**config.mk**
```make
export PLATFORM = sky130hd
export DESIGN_NAME = ecnc_ctrl
export DESIGN_NICKNAME = d
export VERILOG_FILES = /design/src/hdl/ecnc_pkg.sv /design/src/hdl/ecnc_ctrl.sv
export SDC_FILE = /design/constraint.sdc
export NUM_CORES = 1
export LEC_CHECK = 0
export BUFFER_PORTS_ARGS = -buffer_cell sky130_fd_sc_hd__buf_2
export CORE_AREA = 2 2 39 41
export DETAILED_ROUTE_END_ITERATION = 12
export DIE_AREA = 0 0 41 43
export SLEW_MARGIN = 20
export SYNTH_ARGS = -nofsm -noshare
export SYNTH_HDL_FRONTEND = slang
export SYNTH_SLANG_ARGS = --single-unit
```
**constraint.sdc**
```tcl
create_clock -name clk -period 1.6 [get_ports clk]
set_input_delay 0.16 -clock clk [delete_from_list [all_inputs] [get_ports clk]]
set_output_delay 0.16 -clock clk [all_outputs]
set_load 0.02 [all_outputs]
```
**src/hdl/ecnc_pkg.sv**
```systemverilog
`timescale 1ns / 1ps
// Package for the common neighbour counter: sizes, codes and the
// controller/datapath command and status structs. No dependencies.
package ecnc_pkg;
  localparam int MAX_NODES = 4096;
  localparam int MAX_EDGES = 65536;
  localparam int NODE_AW   = $clog2(MAX_NODES);
  localparam int EDGE_AW   = $clog2(MAX_EDGES);
  localparam int NC_W      = 13;
  localparam int EC_W      = 17;
  localparam int CFG_W     = 17;
  localparam int ID_W      = 32;
  localparam int RNG_W     = 18;
  localparam int CNT_W     = 17;

  localparam logic [1:0] REQ_NODE  = 2'd0;
  localparam logic [1:0] REQ_ADJ   = 2'd1;
  localparam logic [1:0] REQ_QUERY = 2'd2;

  localparam logic [1:0] ST_OK   = 2'd0;
  localparam logic [1:0] ST_SKIP = 2'd1;
  localparam logic [1:0] ST_ERR  = 2'd2;

  localparam logic CFG_NODE_COUNT = 1'b0;
  localparam logic CFG_EDGE_COUNT = 1'b1;

  typedef struct packed {
    logic signed [ID_W-1:0]  id;
    logic signed [RNG_W-1:0] rs;
    logic signed [RNG_W-1:0] re;
  } node_entry_t;

  typedef struct packed {
    logic       latch;      // capture query keys, start search on from id
    logic       next_key;   // switch search to the to id
    logic       srch_step;  // narrow lo/hi from the probed entry
    logic       take_rng;   // capture range of the found entry
    logic       merge_init;
    logic       merge_step;
    logic       res_load;
    logic [1:0] res_status;
  } ecnc_cmd_t;

  typedef struct packed {
    logic srch_more;   // lo < hi
    logic lo_in;       // lo < node count in use
    logic hit;         // probed id equals key
    logic sel_to;      // searching for the to id
    logic rng_skip;
    logic rng_err;
    logic merge_more;
  } ecnc_stat_t;
endpackage

```
**src/hdl/ecnc_ctrl.sv**
```systemverilog
`timescale 1ns / 1ps
// Controller for the common neighbour counter: sequences the two searches,
// the range check and the merge walk. Depends on ecnc_pkg.
module ecnc_ctrl (
  input  logic               clk,
  input  logic               rst,
  input  logic               in_accept,
  input  logic [1:0]         req_type,
  input  logic               out_stall,
  input  ecnc_pkg::ecnc_stat_t stat,
  output ecnc_pkg::ecnc_cmd_t  cmd,
  output logic               busy,
  output logic               out_valid
);
  typedef enum logic [3:0] {
    S_IDLE, S_SRCH, S_SCMP, S_SFIN, S_CHK, S_MRD, S_MCMP, S_RES
  } state_t;

  state_t     state, state_next;
  logic [1:0] res_st, res_st_next;

  always_comb begin
    cmd         = '0;
    cmd.res_status = res_st;
    state_next  = state;
    res_st_next = res_st;
    case (state)
      S_IDLE: begin
        if (in_accept && req_type == ecnc_pkg::REQ_QUERY) begin
          cmd.latch  = 1'b1;
          state_next = S_SRCH;
        end
      end
      S_SRCH: begin
        if (stat.srch_more) begin
          state_next = S_SCMP;
        end else if (stat.lo_in) begin
          state_next = S_SFIN;
        end else begin
          res_st_next = ecnc_pkg::ST_SKIP;
          state_next  = S_RES;
        end
      end
      S_SCMP: begin
        cmd.srch_step = 1'b1;
        state_next    = S_SRCH;
      end
      S_SFIN: begin
        if (stat.hit) begin
          cmd.take_rng = 1'b1;
          if (stat.sel_to) begin
            state_next = S_CHK;
          end else begin
            cmd.next_key = 1'b1;
            state_next   = S_SRCH;
          end
        end else begin
          res_st_next = ecnc_pkg::ST_SKIP;
          state_next  = S_RES;
        end
      end
      S_CHK: begin
        if (stat.rng_skip) begin
          res_st_next = ecnc_pkg::ST_SKIP;
          state_next  = S_RES;
        end else if (stat.rng_err) begin
          res_st_next = ecnc_pkg::ST_ERR;
          state_next  = S_RES;
        end else begin
          cmd.merge_init = 1'b1;
          state_next     = S_MRD;
        end
      end
      S_MRD: begin
        if (stat.merge_more) begin
          state_next = S_MCMP;
        end else begin
          res_st_next = ecnc_pkg::ST_OK;
          state_next  = S_RES;
        end
      end
      S_MCMP: begin
        cmd.merge_step = 1'b1;
        state_next     = S_MRD;
      end
      S_RES: begin
        if (!out_valid || !out_stall) begin
          cmd.res_load = 1'b1;
          state_next   = S_IDLE;
        end
      end
      default: state_next = S_IDLE;
    endcase
  end

  assign busy = (state != S_IDLE);

  always_ff @(posedge clk) begin
    if (rst) begin
      state     <= S_IDLE;
      res_st    <= ecnc_pkg::ST_OK;
      out_valid <= 1'b0;
    end else begin
      state  <= state_next;
      res_st <= res_st_next;
      if (cmd.res_load) begin
        out_valid <= 1'b1;
      end else if (!out_stall) begin
        out_valid <= 1'b0;
      end
    end
  end
endmodule

```
==> metrics.csv <==
metric,value,unit
status,"complete, no violations",
PD cells,1047,nW/um^2
drt first-iter violations,5,
Root Driver,clkbuf_4,
CORE AREA,1384,sq um
worst-margin pin slew,0.3569,ns
crit path max fanout,10,
setup tns final,0,ns
crit path kind,flop to output port,
initial antenna violation count,0,
Crit path largest cell delay,0.43,ns
DR pass1 iterations,4,
first-pass GRT wire length,1.552,mm
Slowest cell on crit path,or3_1,
TritonCTS buffer count,3,
post-synthesis average cell area,7.696,sq um
GRT Util Overall,13.17,%
final hold viol count,0,
fraction of layout cells with a size suffix above 1,42.11,%
Max Slew Vio Count,0,
Final setup viols,0,
static leakage,0.0002637,uW
number of enable flip-flop cells after synthesis,0,
Slew headroom,76.16,%
Reg2Reg Setup Slack,0.22,ns
grt ovf,0,
"Distinct cells, synth",27,
footprint of the multi-input gates,260.3,sq um
routed vias,458,
"Top FF cell, synth",dfxtp_1,
Setup crit end kind,output port,
Seq cells post-synth,6,
Synth area leaders,"dfxtp_1 29%, nor2_1 5.5%, a21oi_1 4.9%, nand2b_1 4.6%, nand3_1 3.7%",
Setup WS pre-CTS,0.1831,ns
CTS tree,built,
Detailed Place HPWL,775.4,um
final wirelength,972,um
fill count,148,
vias in the first global route,419,
CP startpoint kind,flop,
Via-to-Cell Ratio,4.978,
Max VDD drop,0.3444,mV
post-CTS setup buffers,0,
H-tree levels,1,
die width,41,um
Port Buf Inserts,23,
"Seq/Total Area, Yosys",29.45,%
clock skew,0.003424,ns
Die ar.,1763,sq um
ant diodes,0,
worst setup margin,0.1101,ns
Synth Instances,53,
clk sinks,6,
I/O pins,24,
Yosys top cell area share,29.45,%
Post-synth top cells,"6 x dfxtp_1, 6 x nor2_1, 4 x a21oi_1",
Tmin final,1.490,ns
post-route cell area,546.8,sq um
"FFs w/ async S/R, synth",0,%
CTS max path bufs,2,
post-route ant nets,0,
Max Freq,0.6712,GHz
Ys Warns,0,
Fin Hold WS,0.1585,ns
worst hold-check path type,input pin to flop,
Die H,43,um
synthesized area,407.9,sq um
Worst EP required,1.44,ns
total power,572.3,uW
cell taking the most area after synthesis,dfxtp_1,
largest net degree at the start of global routing,12,
Initial Utilization,29.48,%
register area,121.4,sq um
clk_lat worst skew,0.24,ns
max cap viols,0,
fin crit share,93.12,%
synth-to-layout area growth,34.05,%
"critical path, cell by cell",or3_1 > nor2_1 > buf_2,
nets@finish,91,
unrepaired setup endpoints after global routing,false,
row count,14,
"Reg clk slew, reported paths",0.04,ns
area post-placement,523.0,sq um
routability cong.,0.6573,
# DRC,0,
critical path arrival,1.33,ns
syn_nets,66,
WL per Instance,10.57,um
kinds of logic after synthesis:
group                  Yosys count  share of synthesized area, %
and+or+nand+nor                 29                         39.88
DFF                              6                         29.45
AOI/OAI and AO/OA               12                         21.17
muxes                            1                         2.761
buffers and inverters            5                         6.747
layout by cell type, fill, tap and decap left out, types with 2 or more instances in the layout:
master,instances
nor2_1,6
inv_1,2
buf_2,23
nor3_1,2
nand3_1,3
nand2_1,3
clkbuf_4,3
a21oi_1,4
nand2b_1,3
or2_2,2
or3_1,2
nor2b_1,2
nand3b_1,2
dfxtp_1,5
registers in the layout, indices dropped and copies added (netlist names):
signal / count
res_st: 2
state: 3
out_valid: 1
per-stage QoR:
stage                     utilization (%)  std cells
after floorplan                         -         53
after detailed placement            37.79         89
after CTS                           39.42         92
after global placement              37.79         89
after global routing                39.51         92
final                               39.51         92
timing repair:
action,4_1_cts,5_1_grt
resized for setup,0,1
setup endpoints to repair,0,1
hold buffers,0,0
worst paths after layout:
kind                            end  cells past startpoint                    from
max reg2reg  res_st[0]$_SDFFE_PP0P_                      3   state[2]$_SDFFE_PP0P_
max                          cmd[8]                      3   state[1]$_SDFFE_PP0P_
min           state[0]$_SDFFE_PP0P_                      2                     rst
min reg2reg  out_valid$_SDFFE_PP0P_                      2  out_valid$_SDFFE_PP0P_
critical path: cells and delay by family, from the launching register on:
| family | cells | cell delay [ns] |
|---|---|---|
| flip-flops | 1 | 0.39 |
| AND/OR/NAND/NOR | 2 | 0.54 |
| buffers and inverters | 1 | 0.16 |
layer usage:
| layer | part of all wire, % | routed length [um] | global-route usage, % | vias to the layer above |
|---|---|---|---|---|
| li1 | - | - | - | 234 |
| met1 | 44 | 432 | 15.48 | 207 |
| met2 | 47 | 458 | 20.31 | 15 |
| met3 | 7.6 | 74 | 1.571 | 2 |
| met4 | 0.82 | 8 | 10.00 | 0 |
| met5 | 0 | 0 | 0 | - |
area by class of cell:
| class | instances | area share [%] |
|---|---|---|
| Sequential cell | 6 | 22.20 |
| Timing Repair Buffer | 23 | 21.05 |
| Tap cell | 16 | 3.661 |
| Multi-Input combinational cell | 42 | 47.60 |
| Inverter | 2 | 1.373 |
| Clock buffer | 3 | 4.119 |
where the power goes:
group / internal (uW) / switching [uW] / total (uW)
combinational: 103 / 121 / 224
clock: 84.5 / 49.3 / 134
sequential: 174 / 40.3 / 214
Note: power is estimated with default switching activity, not from simulation.
